`config.mk`:
```
export PLATFORM = sky130hd
export DESIGN_NAME = nearest_neighbor_tour_unit
export DESIGN_NICKNAME = d
export VERILOG_FILES = /design/src/rtl/nnt_pkg.sv /design/src/rtl/nearest_neighbor_tour_unit.sv /design/src/rtl/nnt_queue.sv /design/src/rtl/nnt_front.sv /design/src/rtl/nnt_back.sv
export VERILOG_INCLUDE_DIRS = /design/src /design/src/rtl
export SDC_FILE = /design/constraint.sdc
export NUM_CORES = 2
export LEC_CHECK = 0
export ABC_AREA = 1
export BUFFER_PORTS_ARGS = -buffer_cell sky130_fd_sc_hd__clkbuf_2
export CORE_UTILIZATION = 25
export CTS_CLUSTER_DIAMETER = 80
export DETAILED_ROUTE_END_ITERATION = 12
export PLACE_DENSITY = 0.36
export SLEW_MARGIN = 0
export SYNTH_ARGS = -nofsm -noshare
export SYNTH_HDL_FRONTEND = slang
export SYNTH_SLANG_ARGS = --single-unit
```
`constraint.sdc`:
```
create_clock -name clock -period 7.4 [get_ports clock]
set_input_delay 0.74 -clock clock [delete_from_list [all_inputs] [get_ports clock]]
set_output_delay 0.74 -clock clock [all_outputs]
set_load 0.01 [all_outputs]
```
`src/rtl/nearest_neighbor_tour_unit_defines.svh`:
```
// Assertion macros for the nearest-neighbour tour unit.
// Included by the modules that carry concurrent checks; needs nothing else.
`ifndef NEAREST_NEIGHBOR_TOUR_UNIT_DEFINES_SVH
`define NEAREST_NEIGHBOR_TOUR_UNIT_DEFINES_SVH

// Same-cycle implication, disabled while reset is high
`define NNT_CHECK(lbl, clk, rst, ante, cons, msg) \
   lbl: assert property (@(posedge clk) disable iff (rst) (ante) |-> (cons)) \
      else $error(msg);

// Next-cycle implication, disabled while reset is high
`define NNT_CHECK_NEXT(lbl, clk, rst, ante, cons, msg) \
   lbl: assert property (@(posedge clk) disable iff (rst) (ante) |=> (cons)) \
      else $error(msg);

`endif

```
`src/rtl/nnt_pkg.sv`:
```
// Shared types and constants for the nearest-neighbour tour unit.
// No dependencies; used by the front end, the queue, the back end and the top level.
package nnt_pkg;

   // Width of the point index on the result channel
   localparam int PIDX_BITS = 5;

   // Classification of one input transaction by the front end
   typedef struct packed {
      logic keep;       // point fits in the store
      logic final_pt;   // last point of the set, starts the tour
   } nnt_flags_type;

   // Queue occupancy seen by both sides
   typedef struct packed {
      logic full;
      logic empty;
   } nnt_q_status_type;

   // Back-end sequencer states
   typedef enum logic [4:0] {
      ST_IDLE  = 5'b00001,
      ST_SCAN  = 5'b00010,
      ST_DRAIN = 5'b00100,
      ST_EMIT  = 5'b01000,
      ST_CLOSE = 5'b10000
   } nnt_state_type;

endpackage

```
`src/rtl/nearest_neighbor_tour_unit.sv`:
```
// Nearest-neighbour tour unit. Points are loaded one per transaction through a
// two-entry queue; the transaction flagged final starts the tour.
// A tour of n points makes n scans, each reading the n stored coordinates from a
// single-read-port memory one per cycle, followed by a drain of the distance
// pipeline and the hand-over of the result; a tour returns n+1 results: the visited
// indices starting at point 0, then a closing point 0 with tour_end set.
// Points beyond POINTS are discarded and dropped_points is set on every result of
// that tour. No clearing pass is needed after reset.
module nearest_neighbor_tour_unit #(
   parameter int POINTS     = 32,
   parameter int COORD_BITS = 16
) (
   input  logic                           clock,
   input  logic                           reset,
   input  logic                           req_valid,
   output logic                           req_stall,
   input  logic signed [COORD_BITS-1:0]   req_coord_x,
   input  logic signed [COORD_BITS-1:0]   req_coord_y,
   input  logic                           req_final_point,
   output logic                           rsp_valid,
   input  logic                           rsp_stall,
   output logic [nnt_pkg::PIDX_BITS-1:0]  rsp_point_index,
   output logic                           rsp_tour_end,
   output logic                           rsp_dropped_points
);
   import nnt_pkg::*;

   localparam int IDX_BITS = (POINTS > 1) ? $clog2(POINTS) : 1;
   localparam int CNT_BITS = $clog2(POINTS + 1);
   localparam int QW       = 2 * COORD_BITS + IDX_BITS + CNT_BITS + 2;

   nnt_q_status_type q_status;
   logic             q_push, q_pop;
   logic [QW-1:0]    q_wdata, q_rdata;

   nnt_front #(
      .POINTS     (POINTS),
      .COORD_BITS (COORD_BITS),
      .IDX_BITS   (IDX_BITS),
      .CNT_BITS   (CNT_BITS),
      .QW         (QW)
   ) u_front (
      .clock       (clock),
      .reset       (reset),
      .req_valid   (req_valid),
      .req_stall   (req_stall),
      .coord_x     (req_coord_x),
      .coord_y     (req_coord_y),
      .final_point (req_final_point),
      .q_status    (q_status),
      .q_push      (q_push),
      .q_data      (q_wdata)
   );

   nnt_queue #(
      .WIDTH (QW)
   ) u_queue (
      .clock     (clock),
      .reset     (reset),
      .push      (q_push),
      .push_data (q_wdata),
      .pop       (q_pop),
      .pop_data  (q_rdata),
      .status    (q_status)
   );

   nnt_back #(
      .POINTS     (POINTS),
      .COORD_BITS (COORD_BITS),
      .IDX_BITS   (IDX_BITS),
      .CNT_BITS   (CNT_BITS),
      .QW         (QW)
   ) u_back (
      .clock              (clock),
      .reset              (reset),
      .q_status           (q_status),
      .q_data             (q_rdata),
      .q_pop              (q_pop),
      .rsp_valid          (rsp_valid),
      .rsp_stall          (rsp_stall),
      .rsp_point_index    (rsp_point_index),
      .rsp_tour_end       (rsp_tour_end),
      .rsp_dropped_points (rsp_dropped_points)
   );

endmodule

```
`src/rtl/nnt_queue.sv`:
```
// Two-entry queue between the front end and the back end of the tour unit.
// Depends on nnt_pkg for the occupancy struct.
module nnt_queue #(
   parameter int WIDTH = 40
) (
   input  logic                      clock,
   input  logic                      reset,
   input  logic                      push,
   input  logic [WIDTH-1:0]          push_data,
   input  logic                      pop,
   output logic [WIDTH-1:0]          pop_data,
   output nnt_pkg::nnt_q_status_type status
);
   import nnt_pkg::*;

   logic [WIDTH-1:0] slot_ff [2];
   logic             wr_ptr_ff, wr_ptr_in;
   logic             rd_ptr_ff, rd_ptr_in;
   logic [1:0]       fill_ff, fill_in;

   assign status.full  = (fill_ff == 2'd2);
   assign status.empty = (fill_ff == 2'd0);
   assign pop_data     = slot_ff[rd_ptr_ff];

   // pointer and fill update
   always_comb begin
      wr_ptr_in = push ? ~wr_ptr_ff : wr_ptr_ff;
      rd_ptr_in = pop  ? ~rd_ptr_ff : rd_ptr_ff;
      fill_in   = fill_ff;
      if (push && !pop) begin
         fill_in = 2'(fill_ff + 2'd1);
      end else if (pop && !push) begin
         fill_in = 2'(fill_ff - 2'd1);
      end
   end

   always_ff @(posedge clock) begin
      if (reset) begin
         wr_ptr_ff <= 1'b0;
         rd_ptr_ff <= 1'b0;
         fill_ff   <= 2'd0;
      end else begin
         wr_ptr_ff <= wr_ptr_in;
         rd_ptr_ff <= rd_ptr_in;
         fill_ff   <= fill_in;
      end
   end

   // payload slots, no reset
   always_ff @(posedge clock) begin
      if (push) begin
         slot_ff[wr_ptr_ff] <= push_data;
      end
   end

endmodule

```
`src/rtl/nnt_front.sv`:
```
// Front end of the tour unit: takes point transactions, assigns store slots,
// flags overflow and marks the set end. Depends on nnt_pkg.
module nnt_front #(
   parameter int POINTS     = 32,
   parameter int COORD_BITS = 16,
   parameter int IDX_BITS   = 5,
   parameter int CNT_BITS   = 6,
   parameter int QW         = 45
) (
   input  logic                      clock,
   input  logic                      reset,
   input  logic                      req_valid,
   output logic                      req_stall,
   input  logic [COORD_BITS-1:0]     coord_x,
   input  logic [COORD_BITS-1:0]     coord_y,
   input  logic                      final_point,
   input  nnt_pkg::nnt_q_status_type q_status,
   output logic                      q_push,
   output logic [QW-1:0]             q_data
);
   import nnt_pkg::*;

   logic [CNT_BITS-1:0] cnt_ff, cnt_in;
   logic [CNT_BITS-1:0] cnt_after;
   nnt_flags_type       flags;

   // classify the incoming point
   assign flags.keep     = (cnt_ff != CNT_BITS'(POINTS));
   assign flags.final_pt = final_point;
   assign cnt_after      = flags.keep ? CNT_BITS'(cnt_ff + 1'b1) : cnt_ff;

   assign req_stall = q_status.full;
   assign q_push    = req_valid && !q_status.full;
   assign q_data    = {coord_x, coord_y, cnt_ff[IDX_BITS-1:0], cnt_after, flags};

   // points held in the current set; restarts after the final point
   always_comb begin
      cnt_in = cnt_ff;
      if (q_push) begin
         cnt_in = flags.final_pt ? '0 : cnt_after;
      end
   end

   always_ff @(posedge clock) begin
      if (reset) begin
         cnt_ff <= '0;
      end else begin
         cnt_ff <= cnt_in;
      end
   end

endmodule

```
`src/rtl/nnt_back.sv`:
```
// Back end of the tour unit: coordinate memory, distance pipeline, greedy
// selection and result register. Depends on nnt_pkg and the assertion macros.
`include "nearest_neighbor_tour_unit_defines.svh"

module nnt_back #(
   parameter int POINTS     = 32,
   parameter int COORD_BITS = 16,
   parameter int IDX_BITS   = 5,
   parameter int CNT_BITS   = 6,
   parameter int QW         = 45
) (
   input  logic                         clock,
   input  logic                         reset,
   input  nnt_pkg::nnt_q_status_type    q_status,
   input  logic [QW-1:0]                q_data,
   output logic                         q_pop,
   output logic                         rsp_valid,
   input  logic                         rsp_stall,
   output logic [nnt_pkg::PIDX_BITS-1:0] rsp_point_index,
   output logic                         rsp_tour_end,
   output logic                         rsp_dropped_points
);
   import nnt_pkg::*;

   localparam int CB        = COORD_BITS;
   localparam int SQ_BITS   = 2 * (CB + 1);
   localparam int DIST_BITS = SQ_BITS + 1;
   localparam int CNT_LO    = 2;
   localparam int SLOT_LO   = CNT_LO + CNT_BITS;
   localparam int Y_LO      = SLOT_LO + IDX_BITS;
   localparam int X_LO      = Y_LO + CB;

   // absolute difference of two signed coordinates
   function automatic logic [CB:0] abs_diff(input logic [CB-1:0] a, input logic [CB-1:0] b);
      logic [CB:0] diff;
      diff = {a[CB-1], a} - {b[CB-1], b};
      return diff[CB] ? (~diff + 1'b1) : diff;
   endfunction

   // queue entry fields
   nnt_flags_type       q_flags;
   logic [CNT_BITS-1:0] q_cnt;
   logic [IDX_BITS-1:0] q_slot;
   logic [CB-1:0]       q_x, q_y;

   assign q_flags = q_data[1:0];
   assign q_cnt   = q_data[SLOT_LO-1:CNT_LO];
   assign q_slot  = q_data[Y_LO-1:SLOT_LO];
   assign q_y     = q_data[X_LO-1:Y_LO];
   assign q_x     = q_data[X_LO+CB-1:X_LO];

   // sequencer state
   nnt_state_type       state_ff, state_in;
   logic [IDX_BITS-1:0] j_ff, j_in;
   logic [CNT_BITS-1:0] step_ff, step_in;
   logic [CNT_BITS-1:0] n_ff, n_in;
   logic                first_ff, first_in;
   logic                ovf_ff, ovf_in;
   logic [POINTS-1:0]   vis_ff, vis_in;
   logic                found_ff, found_in;
   logic [DIST_BITS-1:0] best_d_ff, best_d_in;
   logic [IDX_BITS-1:0] best_idx_ff, best_idx_in;
   logic [CB-1:0]       best_x_ff, best_x_in, best_y_ff, best_y_in;
   logic [CB-1:0]       cur_x_ff, cur_x_in, cur_y_ff, cur_y_in;
   logic                in_tour;

   // result register
   logic                 rsp_valid_ff, rsp_valid_in;
   logic [PIDX_BITS-1:0] rsp_idx_ff, rsp_idx_in;
   logic                 rsp_end_ff, rsp_end_in;
   logic                 rsp_drop_ff, rsp_drop_in;
   logic                 out_free;
   logic                 load_rsp;
   logic [31:0]          best_wide;

   // memory and distance pipeline
   logic [2*CB-1:0]      mem [POINTS];
   logic [2*CB-1:0]      rd_ff;
   logic                 issue, cand;
   logic                 s1_vld_ff, s2_vld_ff, s3_vld_ff;
   logic [IDX_BITS-1:0]  s1_idx_ff, s2_idx_ff, s3_idx_ff;
   logic [CB-1:0]        s2_x_ff, s2_y_ff, s3_x_ff, s3_y_ff;
   logic [CB:0]          s2_ax_ff, s2_ay_ff;
   logic [SQ_BITS-1:0]   s3_sqx_ff, s3_sqy_ff;
   logic [DIST_BITS-1:0] sq_dist;
   logic                 better;

   assign q_pop    = (state_ff == ST_IDLE) && !q_status.empty;
   assign out_free = !rsp_valid_ff || !rsp_stall;
   assign issue    = (state_ff == ST_SCAN);
   assign cand     = first_ff ? (j_ff == '0) : !vis_ff[j_ff];
   assign sq_dist  = DIST_BITS'(s3_sqx_ff) + DIST_BITS'(s3_sqy_ff);
   assign better   = s3_vld_ff && (!found_ff || (sq_dist < best_d_ff));
   assign best_wide = 32'(best_idx_ff);
   assign in_tour  = (state_ff == ST_SCAN) || (state_ff == ST_DRAIN) || (state_ff == ST_EMIT);

   // coordinate memory: one write port for loading, one registered read for the scan
   always_ff @(posedge clock) begin
      if (q_pop && q_flags.keep) begin
         mem[q_slot] <= {q_x, q_y};
      end
      rd_ff <= mem[j_ff];
   end

   // stage valids
   always_ff @(posedge clock) begin
      if (reset) begin
         s1_vld_ff <= 1'b0;
         s2_vld_ff <= 1'b0;
         s3_vld_ff <= 1'b0;
      end else begin
         s1_vld_ff <= issue && cand;
         s2_vld_ff <= s1_vld_ff;
         s3_vld_ff <= s2_vld_ff;
      end
   end

   // differences, then squares
   always_ff @(posedge clock) begin
      s1_idx_ff <= j_ff;
      s2_idx_ff <= s1_idx_ff;
      s2_x_ff   <= rd_ff[2*CB-1:CB];
      s2_y_ff   <= rd_ff[CB-1:0];
      s2_ax_ff  <= abs_diff(rd_ff[2*CB-1:CB], cur_x_ff);
      s2_ay_ff  <= abs_diff(rd_ff[CB-1:0], cur_y_ff);
      s3_idx_ff <= s2_idx_ff;
      s3_x_ff   <= s2_x_ff;
      s3_y_ff   <= s2_y_ff;
      s3_sqx_ff <= s2_ax_ff * s2_ax_ff;
      s3_sqy_ff <= s2_ay_ff * s2_ay_ff;
   end

   // sequencer, best tracking and result loading
   always_comb begin
      state_in     = state_ff;
      j_in         = j_ff;
      step_in      = step_ff;
      n_in         = n_ff;
      first_in     = first_ff;
      ovf_in       = ovf_ff;
      vis_in       = vis_ff;
      found_in     = found_ff;
      best_d_in    = best_d_ff;
      best_idx_in  = best_idx_ff;
      best_x_in    = best_x_ff;
      best_y_in    = best_y_ff;
      cur_x_in     = cur_x_ff;
      cur_y_in     = cur_y_ff;
      rsp_valid_in = rsp_valid_ff && rsp_stall;
      rsp_idx_in   = rsp_idx_ff;
      rsp_end_in   = rsp_end_ff;
      rsp_drop_in  = rsp_drop_ff;
      load_rsp     = 1'b0;

      // nearest so far, lowest index on ties by scan order
      if (better) begin
         found_in    = 1'b1;
         best_d_in   = sq_dist;
         best_idx_in = s3_idx_ff;
         best_x_in   = s3_x_ff;
         best_y_in   = s3_y_ff;
      end

      case (state_ff)
         ST_IDLE: begin
            if (q_pop) begin
               ovf_in = ovf_ff || !q_flags.keep;
               if (q_flags.final_pt) begin
                  n_in     = q_cnt;
                  step_in  = '0;
                  j_in     = '0;
                  first_in = 1'b1;
                  found_in = 1'b0;
                  state_in = ST_SCAN;
               end
            end
         end
         ST_SCAN: begin
            j_in = IDX_BITS'(j_ff + 1'b1);
            if (CNT_BITS'(j_ff) == CNT_BITS'(n_ff - 1'b1)) begin
               state_in = ST_DRAIN;
            end
         end
         ST_DRAIN: begin
            if (!s1_vld_ff && !s2_vld_ff && !s3_vld_ff) begin
               state_in = ST_EMIT;
            end
         end
         ST_EMIT: begin
            if (out_free) begin
               load_rsp              = 1'b1;
               rsp_valid_in          = 1'b1;
               rsp_idx_in            = best_wide[PIDX_BITS-1:0];
               rsp_end_in            = 1'b0;
               rsp_drop_in           = ovf_ff;
               vis_in[best_idx_ff]   = 1'b1;
               cur_x_in              = best_x_ff;
               cur_y_in              = best_y_ff;
               step_in               = CNT_BITS'(step_ff + 1'b1);
               j_in                  = '0;
               first_in              = 1'b0;
               found_in              = 1'b0;
               state_in = (CNT_BITS'(step_ff + 1'b1) == n_ff) ? ST_CLOSE : ST_SCAN;
            end
         end
         ST_CLOSE: begin
            if (out_free) begin
               load_rsp     = 1'b1;
               rsp_valid_in = 1'b1;
               rsp_idx_in   = '0;
               rsp_end_in   = 1'b1;
               rsp_drop_in  = ovf_ff;
               vis_in       = '0;
               ovf_in       = 1'b0;
               state_in     = ST_IDLE;
            end
         end
         default: begin
            state_in = ST_IDLE;
         end
      endcase
   end

   // control registers
   always_ff @(posedge clock) begin
      if (reset) begin
         state_ff     <= ST_IDLE;
         j_ff         <= '0;
         step_ff      <= '0;
         n_ff         <= '0;
         first_ff     <= 1'b0;
         ovf_ff       <= 1'b0;
         vis_ff       <= '0;
         found_ff     <= 1'b0;
         rsp_valid_ff <= 1'b0;
      end else begin
         state_ff     <= state_in;
         j_ff         <= j_in;
         step_ff      <= step_in;
         n_ff         <= n_in;
         first_ff     <= first_in;
         ovf_ff       <= ovf_in;
         vis_ff       <= vis_in;
         found_ff     <= found_in;
         rsp_valid_ff <= rsp_valid_in;
      end
   end

   // payload registers
   always_ff @(posedge clock) begin
      best_d_ff   <= best_d_in;
      best_idx_ff <= best_idx_in;
      best_x_ff   <= best_x_in;
      best_y_ff   <= best_y_in;
      cur_x_ff    <= cur_x_in;
      cur_y_ff    <= cur_y_in;
      if (load_rsp) begin
         rsp_idx_ff  <= rsp_idx_in;
         rsp_end_ff  <= rsp_end_in;
         rsp_drop_ff <= rsp_drop_in;
      end
   end

   assign rsp_valid          = rsp_valid_ff;
   assign rsp_point_index    = rsp_idx_ff;
   assign rsp_tour_end       = rsp_end_ff;
   assign rsp_dropped_points = rsp_drop_ff;

   // a finished scan always has a candidate
   `NNT_CHECK(a_emit_found, clock, reset, state_ff == ST_EMIT, found_ff, "emit without candidate")
   // the chosen point was not visited before
   `NNT_CHECK(a_emit_fresh, clock, reset, state_ff == ST_EMIT, !vis_ff[best_idx_ff], "revisited point")
   // step count stays below the set size in the scan, drain and emit states
   `NNT_CHECK(a_step_range, clock, reset, in_tour, step_ff < n_ff, "step overrun")
   // closing transaction leaves the marks cleared for the next set
   `NNT_CHECK_NEXT(a_close_clear, clock, reset, state_ff == ST_CLOSE && out_free, vis_ff == '0, "marks not cleared")

endmodule
```
==> results.md <==
* FP Rows at 202
* DRC violations left at 0
* Hold wc startpoint: req_coord_x[11]
* Met3 Resource Use GR at 1.883%
* Simple-gate share of the synthesized area at 11.80%
* Syn nets at 7955
* Synth Area in Adders at 15.30%
* Critical path arrival at around 6.9 ns
* Status: finished clean
* Sequential area share after synthesis at 55.43%
* Worst hold path class: in2reg
* Clock Sink Count at 1508
* Final setup TNS at 0 ns
* Post-DP HPWL at 144300 um
* R2R Setup Slk at 1.19 ns
* R2R depth at 19
* RSZ-0062 raised after global routing: no
* Starting Density at 25.21%
* Die width at 555.5 um
* Util after Layout at 28.82%
* Share of cells above drive strength 1 at under 10%
* Cell variety after synth at 51
* # setup viols final at 0
* Root Driver: clkbuf_16
* CTS tree: built
* Clock Skews at about 0.089 ns
* Fraction of registers with async set/reset at 0%
* Post-synthesis compound-gate area fraction at 9.124%
* Post-synthesis mux area share at less than 1%
* Critical path peak fanout at 18
* Worst setup EP type: register
* Critical R2R Launch: u_back.s2_ay_ff[3]$_DFF_P_
* MaxCap Viol Count at 0
* Initial antenna violation count at 12
* Gr busiest metal: met2
* IO Count at 46
* WHS Path Cells at 1
* Average cell area after synthesis at ~11 sq um
* Setup CP Type: reg2reg
* Largest net degree at the start of global routing at 170
* WL per Instance at 20.49 um
* Number of synthesized register bits at around 1500
* Final slew viol count at 0
* XOR/XNOR share of the synthesized area at 1.624%
* Met2 usage in global routing at 26.03%
* Grt met1 use at between 20% and 30%
* Fin crit share at between 80% and 90%
* CORE AREA at 303800 sq um
* Clock Latency Late Sink at 0.88 ns
* Clock buffer depth at 4
* Total gr overflow at 0
* Post-layout nets at ~8000
* Total routed wirelength at roughly 230000 um
* Total number of vias at 50420
* Post-detailed-route via-to-cell ratio at 4.396
* Area grow syn2layout at 14.33%
* Post-synthesis cell count at 7211
* Hold Path End: u_queue.slot_ff[0][40]$_DFFE_PP_
* Fmax at 161.0 MHz
* Worst-path clk slew at 0.06 ns
* GRT Resource Usage Total at between 10% and 20%
* Number of global-route vias before repair at slightly above 50000
* Htree depth at 4
* Number of DRC markers in iteration 0 at 3054
* Largest family of logic cells by synthesized area: adder cells
* Post-synth EDFFs at around 1200
* Final hold violations at 0
* CP Launch Type: register
* TritonRoute pass-1 iters at 5
* Die H at between 500 and 600 um
* Worst endpoint required time at 8.09 ns
* First-pass GRT wire length at 347200 um
* Syn Std Cell Area at 76580 sq um
* Reg-to-Reg End: u_back.s3_sqy_ff[29]$_DFF_P_
* Post-Place Cells at 11130
* Slew margin rel. at 10.40%
* Final Non-Filler Cells at 11470
* Setup WS pre-CTS at 1.173 ns
* Setup WS post-layout at 1.190 ns
* DIE AREA at 308500 sq um
* Final ANT Viol Nets at 0
* Worst Max-Slew Pin Slew at around 1.3 ns
* Placer congestion estimate at 0.7995
* Ys flop type: edfxtp_1
* Tmin final at slightly above 6 ns
* Buffers on Ports at 45
* Yosys synthesis warning count at 0
* Num CTS Buffers at 181
layer usage:
layer / share of wire, % / vias up
met4: 2.4 / 0
met2: 49 / 783
li1: - / 24180
met1: 46 / 25180
met5: 0 / -
met3: 3.2 / 276
cell type report:
class	instances	area (sq um)
Fill cell	31860	216200
Sequential cell	1508	42460
Multi-Input combinational cell	4358	29290
Tap cell	4080	5105
Clock buffer	261	5062
Inverter	1043	3939
Timing Repair Buffer	157	1216
Clock inverter	58	475.5
Antenna cell	4	10.01
sequential cells by signal, summed over array words and instances, names as in the netlist, 17 cells and up, named ones only:
name,cells
u_back.best_d_ff,35
u_back.mem,1024
u_back.rd_ff,32
u_back.s2_ax_ff,17
u_back.s2_ay_ff,17
u_back.s3_sqx_ff,33
u_back.s3_sqy_ff,33
u_back.vis_ff,32
u_queue.slot_ff,90
cell usage in the layout, fill, tap and decap left out, drive strengths merged, types with 12 or more instances in the layout:
master       count
clkinv          45
inv           1050
xnor2           47
a21o            12
xor2            95
nand4           57
dlygate4sd3     15
o21bai          12
ha             325
o22ai          258
a21oi          241
edfxtp        1225
dfxtp          283
nor3            43
a31oi           12
clkbuf         306
nand2         1212
a221oi          29
buf             97
nor2           746
o21ai          676
fa             382
nand3          139
critical path: stages (launching register included):
cell	delay, ns
dfxtp_1	0.88
nand2_1	0.25
fa_1	0.56
fa_1	0.51
fa_1	0.52
inv_1	0.06
fa_1	0.51
fa_1	0.49
inv_1	0.05
fa_1	0.48
inv_1	0.04
ha_1	0.35
nand2_1	0.12
nor2_1	0.19
nand2_1	0.06
o21ai_0	0.62
a21o_1	0.23
nand2_1	0.05
nand3_1	0.07
nand2_1	0.05
kinds of logic (layout without fill, tap and decap cells):
kind of cell,Yosys count,in the layout
buffers and inverters,1345,1519
other,0,4
DFF,1508,1508
adders and majority gates,707,707
AOI/OAI and AO/OA,1274,1274
xor gates and xnor gates,142,142
and+or+nand+nor,2234,2234
muxes,1,1
timing repair:
item	4_1_cts	5_1_grt
gates resized for setup	0	0
hold buffers	15	0
hold endpoints to repair	30	0
endpoints found under the setup margin	0	0
buffers inserted	0	0
cells in the mapped netlist (all sizes together), types with 29 or more instances:
cell type | count | area share (%)
clkbuf | 239 | 1.2
nand3 | 139 | 0.94
buf | 63 | 0.43
nor2 | 746 | 3.7
ha | 325 | 5.3
fa | 382 | 10
o22ai | 258 | 2.1
a221oi | 29 | 0.33
edfxtp | 1225 | 48
a21oi | 241 | 1.6
nand2 | 1212 | 6.0
xor2 | 95 | 1.1
o21ai | 676 | 4.4
inv | 1043 | 5.1
dfxtp | 283 | 7.4
nand4 | 57 | 0.47
xnor2 | 47 | 0.54
nor3 | 43 | 0.35
through the flow:
step | hold slack (ns) | cell area (sq um)
floorplan | 0.3096 | 76580
global placement | 0.3096 | 81860
detailed placement | 0.3121 | 81860
CTS | 0.001269 | 87550
global route | 0.01773 | 87550
finish | 0.08130 | 87560
worst max-delay path by stage:
| stage | from | endpoint | slack, ns | cells after the start |
|---|---|---|---|---|
| final | u_back.s2_ay_ff[3]$_DFF_P_ | u_back.s3_sqy_ff[29]$_DFF_P_ | 1.19 | 19 |
| after floorplan | u_back.s3_sqy_ff[3]$_DFF_P_ | u_back.best_d_ff[0]$_DFFE_PP_ | 0.90 | 18 |
| after global placement | u_back.s2_ax_ff[6]$_DFF_P_ | u_back.s3_sqx_ff[29]$_DFF_P_ | 1.10 | 23 |
| after CTS | u_back.s2_ax_ff[2]$_DFF_P_ | u_back.s3_sqx_ff[29]$_DFF_P_ | 1.14 | 20 |
| after global routing | u_back.s2_ay_ff[3]$_DFF_P_ | u_back.s3_sqy_ff[29]$_DFF_P_ | 0.81 | 19 |
| after detailed placement | u_back.s2_ay_ff[1]$_DFF_P_ | u_back.s3_sqy_ff[30]$_DFF_P_ | 1.17 | 18 |
Power is left out: the tool's default activity adds up to more than one toggle a clock period on the data nets, which glitch-free logic cannot reach.
